==> config.mk <==
export PLATFORM = sky130hd
export DESIGN_NAME = pairing_pin_rotation_guard_unit
export DESIGN_NICKNAME = d
export VERILOG_FILES = /design/src/pprg_pkg.sv /design/src/pprg_cfg.sv /design/src/pprg_engine.sv /design/src/pairing_pin_rotation_guard_unit.sv
export SDC_FILE = /design/constraint.sdc
export NUM_CORES = 1
export LEC_CHECK = 0
export BUFFER_PORTS_ARGS = -buffer_cell sky130_fd_sc_hd__buf_2
export CORE_AREA = 2 2 200 202
export CTS_BUF_LIST = sky130_fd_sc_hd__clkbuf_8 sky130_fd_sc_hd__clkbuf_16
export DETAILED_ROUTE_END_ITERATION = 16
export DIE_AREA = 0 0 202 204
export GPL_ROUTABILITY_DRIVEN = 0
export PLACE_DENSITY = 0.48
export SLEW_MARGIN = 15
export SYNTH_ARGS = -nofsm -noshare
export SYNTH_HDL_FRONTEND = slang
export SYNTH_SLANG_ARGS = --single-unit
==> constraint.sdc <==
create_clock -name clk -period 7 [get_ports clk]
set_input_delay 1.05 -clock clk [delete_from_list [all_inputs] [get_ports clk]]
set_output_delay 1.05 -clock clk [all_outputs]
set_load 0.01 [all_outputs]
==> src/pprg_pkg.sv <==
// ----------------------------------------------------------------------------
// Pairing PIN guard package
// Shared types, field widths, operation codes and register map.
// ----------------------------------------------------------------------------
package pprg_pkg;

  localparam int PinW    = 14;
  localparam int PeriodW = 16;
  localparam int HoldW   = 8;
  localparam int FailW   = 8;
  localparam int AgeW    = 9;
  localparam int OpW     = 2;

  localparam int InDataW  = 48;
  localparam int OutDataW = 48;
  localparam int CfgDataW = 32;
  localparam int CfgAddrW = 4;

  // Operation codes carried in the input tuser.
  localparam logic [OpW-1:0] OP_TICK     = 2'd0;
  localparam logic [OpW-1:0] OP_VERIFY   = 2'd1;
  localparam logic [OpW-1:0] OP_SNAPSHOT = 2'd2;

  // Register indexes, taken from paddr[3:2].
  localparam logic [1:0] REG_ROTATE_PERIOD = 2'd0;
  localparam logic [1:0] REG_PAIRED_HOLD   = 2'd1;
  localparam logic [1:0] REG_MAX_FAILS     = 2'd2;

  localparam logic [PeriodW-1:0] ROTATE_PERIOD_RST = 16'd300;
  localparam logic [HoldW-1:0]   PAIRED_HOLD_RST   = 8'd5;
  localparam logic [FailW-1:0]   MAX_FAILS_RST     = 8'd5;

  localparam logic [PeriodW-1:0] OVERDUE_MAX = '1;
  localparam logic [FailW-1:0]   FAIL_MAX    = '1;
  localparam logic [AgeW-1:0]    AGE_MAX     = '1;

  typedef struct packed {
    logic [PeriodW-1:0] rotate_period;
    logic [HoldW-1:0]   paired_hold;
    logic [FailW-1:0]   max_fails;
  } cfg_t;

  typedef struct packed {
    logic [OpW-1:0]  operation;
    logic [PinW-1:0] pin_value;
    logic            pin_well_formed;
    logic [PinW-1:0] fresh_pin_rotate;
    logic [PinW-1:0] fresh_pin_reset;
  } item_t;

  typedef struct packed {
    logic               accepted;
    logic [PinW-1:0]    current_pin;
    logic               current_valid;
    logic [PinW-1:0]    previous_pin;
    logic               previous_valid;
    logic [PeriodW-1:0] seconds_remaining;
    logic               paired_shown;
  } result_t;

endpackage

==> src/pprg_cfg.sv <==
// ----------------------------------------------------------------------------
// Pairing PIN guard configuration registers
// APB-style register file holding period, paired hold time and fail limit.
// ----------------------------------------------------------------------------
module pprg_cfg
  import pprg_pkg::*;
(
  input  logic                clk,
  input  logic                rst_n,
  input  logic                psel,
  input  logic                penable,
  input  logic                pwrite,
  input  logic [CfgAddrW-1:0] paddr,
  input  logic [CfgDataW-1:0] pwdata,
  output logic [CfgDataW-1:0] prdata,
  output logic                pready,
  output cfg_t                cfg
);

  cfg_t cfg_r;
  logic wr_en;

  assign pready = 1'b1;
  assign wr_en  = psel && penable && pwrite;
  assign cfg    = cfg_r;

  always_ff @(posedge clk) begin
    if (!rst_n) begin
      cfg_r.rotate_period <= ROTATE_PERIOD_RST;
      cfg_r.paired_hold   <= PAIRED_HOLD_RST;
      cfg_r.max_fails     <= MAX_FAILS_RST;
    end else if (wr_en) begin
      case (paddr[3:2])
        REG_ROTATE_PERIOD: cfg_r.rotate_period <= pwdata[PeriodW-1:0];
        REG_PAIRED_HOLD:   cfg_r.paired_hold   <= pwdata[HoldW-1:0];
        REG_MAX_FAILS:     cfg_r.max_fails     <= pwdata[FailW-1:0];
        default: ;
      endcase
    end
  end

  always_comb begin
    case (paddr[3:2])
      REG_ROTATE_PERIOD: prdata = {{(CfgDataW-PeriodW){1'b0}}, cfg_r.rotate_period};
      REG_PAIRED_HOLD:   prdata = {{(CfgDataW-HoldW){1'b0}}, cfg_r.paired_hold};
      REG_MAX_FAILS:     prdata = {{(CfgDataW-FailW){1'b0}}, cfg_r.max_fails};
      default:           prdata = '0;
    endcase
  end

endmodule

==> src/pprg_engine.sv <==
// ----------------------------------------------------------------------------
// Pairing PIN guard engine
// Holds the PIN state and computes one item's state update and result.
// ----------------------------------------------------------------------------
module pprg_engine
  import pprg_pkg::*;
(
  input  logic    clk,
  input  logic    rst_n,
  input  logic    item_fire,
  input  item_t   item,
  input  cfg_t    cfg,
  output result_t result
);

  logic [PinW-1:0]    cur_r,    cur_nxt;
  logic               curp_r,   curp_nxt;
  logic [PinW-1:0]    prior_r,  prior_nxt;
  logic               priorp_r, priorp_nxt;
  logic [PeriodW-1:0] cd_r,     cd_nxt;
  logic [PeriodW-1:0] od_r,     od_nxt;
  logic [FailW-1:0]   fail_r,   fail_nxt;
  logic               paired_r, paired_nxt;
  logic [AgeW-1:0]    age_r,    age_nxt;

  logic [FailW-1:0] fail_inc;
  logic             hit;
  logic             accepted;

  always_comb begin
    cur_nxt    = cur_r;
    curp_nxt   = curp_r;
    prior_nxt  = prior_r;
    priorp_nxt = priorp_r;
    cd_nxt     = cd_r;
    od_nxt     = od_r;
    fail_nxt   = fail_r;
    paired_nxt = paired_r;
    age_nxt    = age_r;
    fail_inc   = '0;
    hit        = 1'b0;
    accepted   = 1'b0;

    if (item.operation == OP_TICK) begin
      if (curp_r) begin
        if (cd_r != '0) begin
          cd_nxt = cd_r - 1'b1;
        end else if (od_r != OVERDUE_MAX) begin
          od_nxt = od_r + 1'b1;
        end
      end
      if (paired_r && age_r != AGE_MAX) begin
        age_nxt = age_r + 1'b1;
      end
    end else begin
      // Rotation or first setup happens before any guess is checked.
      if (!curp_r || cd_r == '0) begin
        if (curp_r && od_r < cfg.rotate_period) begin
          prior_nxt  = cur_r;
          priorp_nxt = 1'b1;
        end else begin
          prior_nxt  = '0;
          priorp_nxt = 1'b0;
        end
        cur_nxt  = item.fresh_pin_rotate;
        curp_nxt = 1'b1;
        cd_nxt   = cfg.rotate_period;
        od_nxt   = '0;
        fail_nxt = '0;
      end

      if (item.operation == OP_VERIFY) begin
        hit = item.pin_well_formed &&
              ((curp_nxt && item.pin_value == cur_nxt) ||
               (priorp_nxt && item.pin_value == prior_nxt));
        fail_inc = (fail_nxt == FAIL_MAX) ? fail_nxt : fail_nxt + 1'b1;
        if (hit || fail_inc >= cfg.max_fails) begin
          cur_nxt    = item.fresh_pin_reset;
          curp_nxt   = 1'b1;
          prior_nxt  = '0;
          priorp_nxt = 1'b0;
          cd_nxt     = cfg.rotate_period;
          od_nxt     = '0;
          fail_nxt   = '0;
        end else begin
          fail_nxt = fail_inc;
        end
        if (hit) begin
          paired_nxt = 1'b1;
          age_nxt    = '0;
          accepted   = 1'b1;
        end
      end
    end
  end

  always_comb begin
    result.accepted          = accepted;
    result.current_pin       = curp_nxt ? cur_nxt : '0;
    result.current_valid     = curp_nxt;
    result.previous_pin      = priorp_nxt ? prior_nxt : '0;
    result.previous_valid    = priorp_nxt;
    result.seconds_remaining = cd_nxt;
    result.paired_shown      = paired_nxt && (age_nxt <= {1'b0, cfg.paired_hold});
  end

  always_ff @(posedge clk) begin
    if (!rst_n) begin
      cur_r    <= '0;
      curp_r   <= 1'b0;
      prior_r  <= '0;
      priorp_r <= 1'b0;
      cd_r     <= '0;
      od_r     <= '0;
      fail_r   <= '0;
      paired_r <= 1'b0;
      age_r    <= '0;
    end else if (item_fire) begin
      cur_r    <= cur_nxt;
      curp_r   <= curp_nxt;
      prior_r  <= prior_nxt;
      priorp_r <= priorp_nxt;
      cd_r     <= cd_nxt;
      od_r     <= od_nxt;
      fail_r   <= fail_nxt;
      paired_r <= paired_nxt;
      age_r    <= age_nxt;
    end
  end

`ifndef SYNTHESIS
  // A previous PIN only exists alongside a current one.
  a_prior_needs_current: assert property (@(posedge clk) disable iff (!rst_n)
    priorp_r |-> curp_r)
    else $error("previous PIN valid without a current PIN");

  // Overdue time only accumulates once the countdown has run out.
  a_overdue_after_zero: assert property (@(posedge clk) disable iff (!rst_n)
    (od_r != '0) |-> (cd_r == '0))
    else $error("overdue counter nonzero while countdown still running");

  // A successful verify leaves a fresh pairing and a cleared fail count.
  a_match_state: assert property (@(posedge clk) disable iff (!rst_n)
    (item_fire && accepted) |=> (paired_r && age_r == '0 && fail_r == '0 && !priorp_r))
    else $error("state after a match is not a fresh pairing");

  // Any verify or snapshot leaves a current PIN in place.
  a_current_after_query: assert property (@(posedge clk) disable iff (!rst_n)
    (item_fire && item.operation != OP_TICK) |=> curp_r)
    else $error("no current PIN after a verify or snapshot");
`endif

endmodule

==> src/pairing_pin_rotation_guard_unit.sv <==
// ----------------------------------------------------------------------------
// Pairing PIN rotation guard
// Rotating pairing PIN with previous-PIN grace, lockout and paired indication.
// ----------------------------------------------------------------------------
// Usage:
// Each input transaction on the in_ channel is one item: a one-second tick,
// a verify request or a snapshot query, selected by in_tuser. in_tdata
// carries the guess and two fresh random PINs supplied by the host. For
// every input transaction exactly one result transaction leaves on the out_
// channel with the PIN state after that item.
// The item is captured in an input register when it is accepted, the state
// update and result are computed in one pass, and the result is captured
// in the output register, where out_tvalid rises, once that register is
// free. Throughput is one item per cycle while out_tready stays high; the
// state update loop in the engine sets that figure, and in_tready stays high
// while the output register is empty or being drained.
// When the receiver holds out_tready low, the result waits in the output
// register, one more item waits in the input register, and then in_tready
// drops until the result is taken. Nothing is lost or repeated.
// Reset (rst_n low, synchronous) clears both pipeline stages and all PIN
// state, and loads the configuration registers with their defaults (period
// 300 s, paired hold 5 s, five failures). The user writes configuration via
// cfg_ APB only with no transaction in flight; the block does not enforce it.
// ----------------------------------------------------------------------------
module pairing_pin_rotation_guard_unit
  import pprg_pkg::*;
(
  input  logic                clk,
  input  logic                rst_n,

  input  logic                in_tvalid,
  output logic                in_tready,
  // [13:0] pin_value, [14] pin_well_formed, [28:15] fresh_pin_rotate,
  // [42:29] fresh_pin_reset, [47:43] zero fill
  input  logic [InDataW-1:0]  in_tdata,
  // [1:0] operation
  input  logic [OpW-1:0]      in_tuser,

  output logic                out_tvalid,
  input  logic                out_tready,
  // [0] accepted, [14:1] current_pin, [15] current_valid, [29:16] previous_pin,
  // [30] previous_valid, [46:31] seconds_remaining, [47] paired_shown
  output logic [OutDataW-1:0] out_tdata,

  input  logic                cfg_psel,
  input  logic                cfg_penable,
  input  logic                cfg_pwrite,
  input  logic [CfgAddrW-1:0] cfg_paddr,
  input  logic [CfgDataW-1:0] cfg_pwdata,
  output logic [CfgDataW-1:0] cfg_prdata,
  output logic                cfg_pready
);

  cfg_t    cfg;
  item_t   in_item;
  item_t   item_r;
  logic    in_valid_r;
  result_t result;
  result_t out_r;
  logic    out_valid_r;
  logic    out_free;
  logic    item_fire;

  // Unpack the input transaction into its fields.
  assign in_item.operation        = in_tuser;
  assign in_item.pin_value        = in_tdata[13:0];
  assign in_item.pin_well_formed  = in_tdata[14];
  assign in_item.fresh_pin_rotate = in_tdata[28:15];
  assign in_item.fresh_pin_reset  = in_tdata[42:29];

  // The output register can take a new result when empty or being read.
  assign out_free  = !out_valid_r || out_tready;
  assign item_fire = in_valid_r && out_free;
  assign in_tready = !in_valid_r || out_free;

  always_ff @(posedge clk) begin
    if (!rst_n) begin
      in_valid_r <= 1'b0;
    end else if (in_tready) begin
      in_valid_r <= in_tvalid;
    end
  end

  always_ff @(posedge clk) begin
    if (in_tready && in_tvalid) begin
      item_r <= in_item;
    end
  end

  pprg_cfg u_cfg (
    .clk     (clk),
    .rst_n   (rst_n),
    .psel    (cfg_psel),
    .penable (cfg_penable),
    .pwrite  (cfg_pwrite),
    .paddr   (cfg_paddr),
    .pwdata  (cfg_pwdata),
    .prdata  (cfg_prdata),
    .pready  (cfg_pready),
    .cfg     (cfg)
  );

  pprg_engine u_engine (
    .clk       (clk),
    .rst_n     (rst_n),
    .item_fire (item_fire),
    .item      (item_r),
    .cfg       (cfg),
    .result    (result)
  );

  always_ff @(posedge clk) begin
    if (!rst_n) begin
      out_valid_r <= 1'b0;
    end else if (out_free) begin
      out_valid_r <= item_fire;
    end
  end

  always_ff @(posedge clk) begin
    if (item_fire) begin
      out_r <= result;
    end
  end

  assign out_tvalid = out_valid_r;
  assign out_tdata  = {out_r.paired_shown, out_r.seconds_remaining, out_r.previous_valid,
                       out_r.previous_pin, out_r.current_valid, out_r.current_pin,
                       out_r.accepted};

endmodule

==> impl_metrics.py, run 1 <==
metrics = {
    "floorplanning": {
        "die_w_um": 202,
        "core_um2": 39180,
        "io_pins": 176,
        "initial_core_util_pct": 29.63,
        "dieArea_um2": 41210,
        "row_count": 73,
        "die_y_um": 204,
    },
    "cells_and_area": {
        "final_common_cell": "nand2_1",
        "num-nets-final": 1555,
        "nFillCells": 4073,
        "final_cell_mix": "nand2_1, buf_2, dfxtp_1",
        "syn2layout_area_growth_pct": 17.89,
        "drive_gt1_share_pct": 16.04,
        "regArea_um2": 5075,
        "antenna_cells": 0,
        "multi_input_area_um2": 5904,
    },
    "yosys": {
        "synthesis.area_um2": 11610,
        "yosysSeqAreaShare_pct": 43.71,
        "synth_warnings": 0,
        "synth_ff_type": "dfxtp_1",
        "syn_inst": 1326,
        "avgSynthCellArea_um2": 8.757,
        "synth.distinct_cells": 77,
        "synth-edff-count": 93,
        "ys_ff_latch": 207,
        "synthArstFlopShare_pct": 0,
    },
    "drt": {
        "avgRoutedWirePerCell_um": 19.04,
        "vias_per_cell": 5.185,
        "routed_wl_um": 37520,
        "first_pass_iters": 5,
        "vias": 10219,
        "dr_wl_met3_um": 1956,
        "top_layer": "met4",
        "ant_nets": 0,
        "drtIter0Drc": 879,
        "wl_met1_um": 18830,
        "route.detailed.drc": 0,
        "wl_met2_um": 16090,
    },
    "clock_network": {
        "clock_sinks": 207,
        "cts_setup_buffers": 0,
        "cts_tree": "done",
        "cts_resized": 0,
        "clock_latency_ns": 0.55,
        "cts_inserted_buffers": 26,
        "clk_path_buf_depth": 3,
        "root_buffer": "clkbuf_16",
        "h-tree-depth": 1,
        "cts_hold_buf": 0,
        "path_clk_slew_ns": 0.06,
    },
    "setup_path": {
        "endpoint_kind": "register",
        "cpMaxStageDelayCell": "o21a_1",
        "critical-path-top-delay-family": "compound AO/OA/AOI/OAI gates",
        "crit_arrival_ns": 6.60,
        "worst_ep_required_time_ns": 7.29,
        "path_class": "reg2reg",
        "crit_chain": "inv_1, ha_1, nor3b_1, nand4_1, and2_0, nand2_1, inv_1, ha_1, nand2_1, or3_1, xor2_1, ha_1, nand2b_1, a21o_1, a21o_1, a211o_1, a21oi_1, o21ai_0, nand2_1, o21a_1, o21a_4, buf_4, a21oi_1, o221a_2",
        "worst-path-max-fanout": 31,
        "path_buf_inv": 3,
        "critPathMaxStageDelay_ns": 0.45,
        "critPathLaunchType": "register",
    },
    "sta": {
        "max_freq_mhz": 158.6,
        "worst_slew_pin_slew_ns": 1.079,
        "maxSlewViolCount": 0,
        "period_needed_ns": 6.307,
        "setup_violations": 0,
        "rsz0062_at_grt": "false",
        "finalHoldViolCount": 0,
        "setup_tns_ns": 0,
        "whs_ns": 0.4727,
        "finalCritPeriodShare_pct": 90.10,
        "slew-limit-headroom_pct": 27.65,
        "clock_skew_ns": 0.01393,
    },
    "grt": {
        "grt_first_pass_wirelength_um": 57880,
        "globalRouteOverflowTotal": 0,
        "first_global_vias": 9684,
        "grt_max_degree": 69,
        "antenna_found_initial": 0,
        "grt_usage_pct": 17.87,
    },
    "place": {
        "numPortBuffers": 135,
        "hpwl_um": 26760,
    },
    "power_and_ir_drop": {
        "ir_drop_mv": 0.1422,
        "power.density_nw_per_um2": 236.1,
        "p_leak_uw": 0.005123,
    },
    "status": {
        "status": "finished clean",
    },
    "min_path": {
        "min_path_type": "reg2reg",
    },
    "job": {
        "cap_violations": 0,
    },
}
routing by layer:
layer,GRT usage (%),vias to the layer above
met2,27.31,268
met1,26.64,4911
met5,0,-
met4,4.018,0
li1,-,5000
met3,2.360,40
layout make-up:
cell class / instances / area share, %
timing repair buffer: 160 / 6.325
clock buffer: 30 / 5.238
sequential: 207 / 37.08
tap: 525 / 4.799
multi-input combinational: 975 / 43.14
inverter: 56 / 1.536
clock inverter: 18 / 1.892
power breakdown:
part           switching [µW]  leakage, µW  internal (µW)
Sequential               46.1      0.00181           1320
Clock                     551     0.000489            984
Combinational             219      0.00282            116
worst min-delay path, cell delays in order, from the launching register on:
cell     delay [ns]
dfxtp_1        0.33
nand2_1        0.06
nand2_1        0.04
stage by stage:
stage | utilization, % | total power (µW) | cell area [µm²] | setup slack, ns | instances
global placement | 32.44 | 1720 | 12710 | 0.8210 | 1923
finish | 34.93 | 3231 | 13690 | 0.6933 | 1971
global route | 34.93 | 3355 | 13690 | 0.2894 | 1971
CTS | 34.93 | 3275 | 13690 | 0.7319 | 1971
floorplan | - | 1596 | 11670 | 1.744 | 1341
detailed placement | 32.44 | 1722 | 12710 | 0.7707 | 1923
synthesized netlist by cell type (6+ instances only):
| cell type | instances | area share, % |
|---|---|---|
| nand2_1 | 181 | 5.9 |
| dfxtp_1 | 114 | 20 |
| nand3_1 | 112 | 4.8 |
| o21ai_0 | 102 | 4.4 |
| edfxtp_1 | 93 | 24 |
| nor2_1 | 72 | 2.3 |
| clkbuf_1 | 60 | 1.9 |
| a21oi_1 | 59 | 2.5 |
| inv_1 | 55 | 1.8 |
| ha_1 | 36 | 3.9 |
| mux2i_1 | 36 | 3.1 |
| nor2b_1 | 33 | 1.8 |
| nor3_1 | 30 | 1.3 |
| nand4_1 | 28 | 1.5 |
| a21boi_0 | 26 | 1.7 |
| a31oi_1 | 21 | 1.1 |
| buf_4 | 19 | 1.2 |
| o211ai_1 | 18 | 1.2 |
| xnor2_1 | 15 | 1.1 |
| buf_2 | 14 | 0.60 |
| nand2b_1 | 12 | 0.65 |
| and3_1 | 11 | 0.59 |
| o22ai_1 | 10 | 0.54 |
| nor4_1 | 9 | 0.48 |
| nor3b_1 | 8 | 0.52 |
| o221a_2 | 8 | 0.78 |
| a211oi_1 | 7 | 0.45 |
| buf_1 | 7 | 0.23 |
| nand3b_1 | 7 | 0.45 |
| o21a_1 | 7 | 0.45 |
| a22oi_1 | 6 | 0.39 |
| or3_1 | 6 | 0.32 |
| xor2_1 | 6 | 0.45 |
logic make-up (layout without fill, tap and decap cells):
kind of cell | Yosys count | count (layout) | share of synthesized area [%]
xor+xnor | 21 | 21 | 1.584
other cells | 2 | 17 | 0.06468
compound gates | 321 | 321 | 18.36
simple gates | 540 | 540 | 22.81
mux | 40 | 40 | 3.491
fa+ha+maj | 36 | 36 | 3.879
buf+inv | 159 | 264 | 6.099
flops | 207 | 207 | 43.71
state kept, by name (all words and copies together), names as in the netlist:
name,count
out_tdata,48
item_r,45
u_cfg.cfg,32
u_engine.cd_r,16
u_engine.od_r,16
u_engine.cur_r,14
u_engine.prior_r,14
u_engine.age_r,9
u_engine.fail_r,8
in_valid_r,1
out_tvalid,1
u_engine.curp_r,1
u_engine.paired_r,1
u_engine.priorp_r,1
final timing paths:
| check | startpoint | endpoint | slack [ns] | cells after the start |
|---|---|---|---|---|
| max | u_engine.cd_r[1] | out_tdata[35] | 0.69 | 24 |
| min | u_engine.fail_r[5] | u_engine.fail_r[5] | 0.47 | 2 |
| max reg2reg | u_engine.cd_r[1] | out_tdata[35] | 0.69 | 24 |
| min reg2reg | u_engine.fail_r[5] | u_engine.fail_r[5] | 0.47 | 2 |
(Power assumes the default switching activity.)
==> inputs of run 2 (changes only) <==
Settings changed: CTS_CLUSTER_SIZE from default to 8, MAX_ROUTING_LAYER from default to met4.
==> run 2 against run 1 <==
Hold slack got worse by 0.0039 ns. Flip-flop and latch count is the same. Critical path depth unchanged. Clock skew is 0.011 ns higher. Cell area is 0.92% lower. Global-route usage is 0.66 points higher. Routed wire length up 0.63%. Sequential power barely moved. Combinational power barely moved. Core utilization down 0.32 points. Count of clock-buffer cells in the layout is 1 higher. Critical path type unchanged. Largest power group is now registers.
==> impl_metrics.py, run 2 (synthesis results as in run 1) <==
metrics = {
    "floorplanning": {
        "initial_core_util_pct": 29.63,
        "row_count": 73,
        "core_um2": 39180,
        "die_w_um": 202,
        "die_y_um": 204,
        "io_pins": 176,
        "dieArea_um2": 41210,
    },
    "cells_and_area": {
        "syn2layout_area_growth_pct": 16.80,
        "nFillCells": 4075,
        "num-nets-final": 1559,
        "final_cell_mix": "nand2_1, buf_2, dfxtp_1",
        "regArea_um2": 5075,
        "drive_gt1_share_pct": 15.54,
        "antenna_cells": 0,
        "final_common_cell": "nand2_1",
        "multi_input_area_um2": 5904,
        "postLayoutCellArea_um2": 13560,
        "largest_register_ffs": 48,
    },
    "power_and_ir_drop": {
        "power.density_nw_per_um2": 223.2,
        "p_leak_uw": 0.005112,
        "ir_drop_mv": 0.1566,
        "p_total_uw": 3027,
    },
    "setup_path": {
        "path_class": "reg2reg",
        "cpMaxStageDelayCell": "nand4_1",
        "r2r-end": "out_tdata[35]",
        "endpoint_kind": "register",
        "worst-path-max-fanout": 31,
        "r2r-start": "u_engine.cd_r[1]",
        "reg2reg_slack_ns": 0.73,
        "crit_chain": "inv_1, ha_1, nor3b_1, nand4_1, and2_0, nand2_1, inv_1, ha_1, nand2_1, or3_1, xor2_1, ha_1, nand2b_1, a21o_1, a21o_1, a211o_1, a21oi_1, o21ai_0, nand2_1, o21a_1, o21a_4, buf_4, a21oi_1, o221a_2",
        "worst_ep_required_time_ns": 7.30,
        "r2r.worst_path.cells": 24,
        "critPathLaunchType": "register",
        "critPathMaxStageDelay_ns": 0.45,
        "crit_arrival_ns": 6.57,
    },
    "place": {
        "hpwl_um": 26760,
        "postPlaceCellArea_um2": 12710,
        "numPortBuffers": 135,
    },
    "min_path": {
        "min_delay_path_depth": 2,
        "min_path_type": "reg2reg",
        "whs_endpoint": "u_engine.fail_r[5]",
        "min_from": "u_engine.fail_r[5]",
    },
    "drt": {
        "routed_wl_um": 37760,
        "avgRoutedWirePerCell_um": 19.14,
        "route.detailed.drc": 0,
        "wl_met1_um": 18550,
        "ant_nets": 0,
        "vias": 10293,
        "first_pass_iters": 5,
        "dr_wl_met3_um": 2210,
        "top_layer": "met4",
        "drtIter0Drc": 955,
        "vias_per_cell": 5.217,
        "wl_met2_um": 16260,
    },
    "clock_network": {
        "cts_tree": "done",
        "clk_path_buf_depth": 3,
        "cts_inserted_buffers": 30,
        "cts_setup_buffers": 0,
        "root_buffer": "clkbuf_16",
        "cts_resized": 0,
        "clock_latency_ns": 0.58,
        "clock_sinks": 207,
        "path_clk_slew_ns": 0.06,
        "h-tree-depth": 1,
        "cts_hold_buf": 0,
    },
    "sta": {
        "period_needed_ns": 6.271,
        "clock_skew_ns": 0.02499,
        "setup_violations": 0,
        "slew-limit-headroom_pct": 29.15,
        "finalHoldViolCount": 0,
        "rsz0062_at_grt": "false",
        "whs_ns": 0.4688,
        "setup_tns_ns": 0,
        "maxSlewViolCount": 0,
        "max_freq_mhz": 159.5,
        "worst_slew_pin_slew_ns": 1.056,
        "finalCritPeriodShare_pct": 89.58,
    },
    "grt": {
        "globalRouteOverflowTotal": 0,
        "antenna_found_initial": 0,
        "grt_first_pass_wirelength_um": 58260,
        "first_global_vias": 9726,
        "grt_usage_pct": 18.53,
        "grt_max_degree": 69,
    },
    "job": {
        "cap_violations": 0,
    },
    "status": {
        "status": "finished clean",
    },
}
## run 2: changes by cell type in the layout (fill, tap and decap cells not counted), sizes merged
| cell | delta |
|---|---|
| clkinv | -5 |
| bufinv | -7 |
| clkbuf | +1 |
| inv | +13 |
## run 2: metal layers
metal	vias to the layer above	global-route usage [%]
li1	5010	-
met1	4923	26.70
met2	313	27.52
met3	47	2.312
met4	0	4.491
met5	-	-
## run 2: power breakdown
group | leakage, µW | internal, µW | switching, µW
clock network | 0.000478 | 771 | 559
registers | 0.00181 | 1320 | 45.8
logic | 0.00282 | 116 | 219
total | 0.00511 | 2200 | 823
## run 2: area by class of cell
cell class | instances | area share (%)
multi-input cells | 975 | 43.54
flip-flops and latches | 207 | 37.42
repair buffers | 160 | 6.384
clock buffers | 31 | 5.637
well taps | 525 | 4.844
inverters | 56 | 1.550
clock inverters | 19 | 0.6274
## run 2: worst max path at each step
stage,cells past startpoint,startpoint,to
6_report,24,u_engine.cd_r[1],out_tdata[35]
5_1_grt,24,u_engine.cd_r[1],out_tdata[37]
4_1_cts,24,u_engine.cd_r[1],out_tdata[35]
3_5_place_dp,24,u_engine.cd_r[1],out_tdata[35]
3_3_place_gp,24,u_engine.cd_r[1],out_tdata[35]
2_1_floorplan,28,u_engine.cd_r[1],out_tdata[10]
## run 2: stage by stage
step / setup slack, ns / utilization [%] / instances
after floorplan: 1.744 / - / 1341
after global placement: 0.8210 / 32.44 / 1923
after detailed placement: 0.7707 / 32.44 / 1923
after CTS: 0.7277 / 34.61 / 1973
after global routing: 0.2922 / 34.61 / 1973
final: 0.7291 / 34.61 / 1973
## run 2: worst max-delay path, delay by kind of cell (launching register included)
family	cells	cell delay, ns
AO/OA/AOI/OAI	9	2.30
AND/OR/NAND/NOR	8	1.82
adder cells (fa/ha/maj)	3	0.68
buffers and inverters	3	0.56
flip-flops	1	0.35
XOR/XNOR	1	0.26
==> inputs of run 3 (changes only) <==
Settings changed: CAP_MARGIN from default to 30, CORE_AREA 2 2 200 202 to 2 2 164 246, DIE_AREA 0 0 202 204 to 0 0 166 248.
==> run 3 against run 2 <==
Via count rose by 0.17%. Setup slack improved by 0.21 ns. First-iteration DRC count fell by 33%. Flip-flop and latch count did not move. Core utilization rose by 0.14 points. Final cell count fell by 0.96%. Non-clock buffer count rose by 8. Critical path type unchanged. Highest routed layer unchanged.
==> impl_metrics.py, run 3 (synthesis results as in run 1) <==
metrics = {
    "drt": {
        "vias": 10310,
        "drtIter0Drc": 636,
        "first_pass_iters": 6,
        "avgRoutedWirePerCell_um": 19.80,
        "route.detailed.drc": 0,
        "routed_wl_um": 38690,
        "vias_per_cell": 5.276,
        "ant_nets": 0,
    },
    "power_and_ir_drop": {
        "p_leak_uw": 0.005141,
        "ir_drop_mv": 0.1877,
        "swShare_pct": 27.08,
        "pwr-share-comb_pct": 11.5,
        "intPower_uw": 2177,
        "switchingPower_uw": 808.5,
        "p_total_uw": 2985,
        "power_frac_seq_pct": 45.7,
        "power.density_nw_per_um2": 219.8,
        "clkPwrFrac_pct": 42.8,
    },
    "place": {
        "hpwl_um": 28030,
        "postPlaceCellArea_um2": 12770,
        "placed_cells": 1906,
        "numPortBuffers": 135,
    },
    "setup_path": {
        "worst_ep_required_time_ns": 7.35,
        "path_class": "reg2reg",
        "r2r.worst_path.cells": 27,
        "critPathLaunch": "u_engine.cd_r[1]",
        "endpoint_kind": "register",
        "crit_arrival_ns": 6.41,
        "critPathLaunchType": "register",
        "reg2reg_slack_ns": 0.94,
        "critPathCapture": "out_tdata[47]",
        "r2r-end": "out_tdata[47]",
        "worst-path-max-fanout": 17,
        "r2r-start": "u_engine.cd_r[1]",
    },
    "sta": {
        "maxSlewViolCount": 0,
        "setup_violations": 0,
        "max_freq_mhz": 165.1,
        "clock_skew_ns": 0.02493,
        "setup_tns_ns": 0,
        "finalHoldViolCount": 0,
        "period_needed_ns": 6.058,
        "slew-limit-headroom_pct": 48.32,
        "worst_slew_pin_slew_ns": 0.7752,
        "rsz0062_at_grt": "false",
        "finalCritPeriodShare_pct": 86.55,
    },
    "cells_and_area": {
        "multi_input_area_um2": 5904,
        "final_common_cell": "nand2_1",
        "regArea_um2": 5075,
        "num-nets-final": 1566,
        "largest_register_ffs": 48,
        "antenna_cells": 0,
        "postLayoutCellArea_um2": 13580,
        "syn2layout_area_growth_pct": 16.97,
        "fin_util_pct": 34.75,
        "nFillCells": 4107,
        "final_cell_mix": "nand2_1, buf_2, dfxtp_1",
        "drive_gt1_share_pct": 15.82,
        "final_cell_count_no_fill": 1954,
    },
    "clock_network": {
        "cts_inserted_buffers": 29,
        "clock_sinks": 207,
        "path_clk_slew_ns": 0.06,
        "clock_latency_ns": 0.57,
        "cts_resized": 0,
        "h-tree-depth": 1,
        "root_buffer": "clkbuf_16",
        "clk_path_buf_depth": 3,
        "cts_hold_buf": 0,
        "cts_setup_buffers": 0,
        "cts_tree": "done",
    },
    "floorplanning": {
        "io_pins": 176,
        "die_y_um": 248,
        "die_w_um": 166,
        "core_um2": 39090,
        "row_count": 89,
        "dieArea_um2": 41170,
        "initial_core_util_pct": 29.71,
    },
    "grt": {
        "antenna_found_initial": 0,
        "first_global_vias": 10045,
        "grt_max_degree": 73,
        "grt_first_pass_wirelength_um": 58880,
        "grt_usage_pct": 18.79,
        "globalRouteOverflowTotal": 0,
    },
    "min_path": {
        "min_path_type": "reg2reg",
        "min_delay_path_depth": 2,
    },
    "job": {
        "cap_violations": 0,
    },
    "status": {
        "status": "finished clean",
    },
}
## run 3: cell types whose count changed in the layout (fill, tap and decap cells not counted), sizes merged
cell    delta
clkbuf     -2
inv        +2
clkinv     -2
buf        +8
## run 3: through the flow
step | worst slack, ns | hold WS (ns)
2_1_floorplan | 1.744 | 0.4312
3_5_place_dp | 0.9950 | 0.4508
4_1_cts | 0.9487 | 0.4584
3_3_place_gp | 0.9996 | 0.4474
5_1_grt | 0.3914 | 0.4830
6_report | 0.9418 | 0.4523
## run 3: per-layer routing
metal / vias to the layer above / share of wire, % / GRT usage [%] / wire, µm
met3: 72 / 4.1 / 2.424 / 1582
met4: 0 / 3.5 / 7.391 / 1373
met5: - / 0 / - / 0
li1: 5030 / - / - / -
met1: 4928 / 39 / 20.17 / 15130
met2: 280 / 53 / 35.06 / 20600
## run 3: worst min path at each step
stage | end | from | slack [ns]
finish | u_engine.fail_r[5] | u_engine.fail_r[5] | 0.45
CTS | u_engine.fail_r[5] | u_engine.fail_r[5] | 0.46
global route | u_engine.fail_r[5] | u_engine.fail_r[5] | 0.48
detailed placement | u_engine.fail_r[5] | u_engine.fail_r[5] | 0.45
global placement | u_engine.fail_r[5] | u_engine.fail_r[5] | 0.45
floorplan | u_engine.fail_r[5] | u_engine.fail_r[5] | 0.43
## run 3: critical path: stages (launching register included)
cell and delay, ns:
dfxtp_1 0.35, inv_1 0.10, ha_1 0.22, nor3b_1 0.36, nand4_1 0.48, buf_4 0.39, a311oi_2 0.42, and2_1 0.28
o2111ai_1 0.15, nor4_1 0.34, nand4_1 0.13, o21ai_0 0.38, nand3_1 0.24, buf_4 0.25, nand2_1 0.14, mux2_2 0.18
ha_1 0.13, nor2b_1 0.04, o21a_1 0.16, o21ai_0 0.14, nand2b_1 0.08, a21oi_1 0.14, nor2b_1 0.05, o21ai_0 0.14
nand2b_1 0.09, a21oi_1 0.14, nor2_1 0.06, a221oi_1 0.25
## run 3: power by group through the flow
stage / combinational (µW) / sequential, µW / clock [µW]
CTS: 347 / 1360 / 1320
global route: 376 / 1370 / 1370
floorplan: 222 / 1370 / 0
detailed placement: 346 / 1390 / 0
global placement: 339 / 1390 / 0
finish: 344 / 1360 / 1280
## run 3: area by class of cell
type                       count  share of cell area (%)
clock inverter                19                  0.6449
clock buffer                  29                   5.343
sequential                   207                   37.37
inverter                      56                   1.548
multi-input combinational    975                   43.47
timing repair buffer         168                   7.020
tap                          500                   4.606
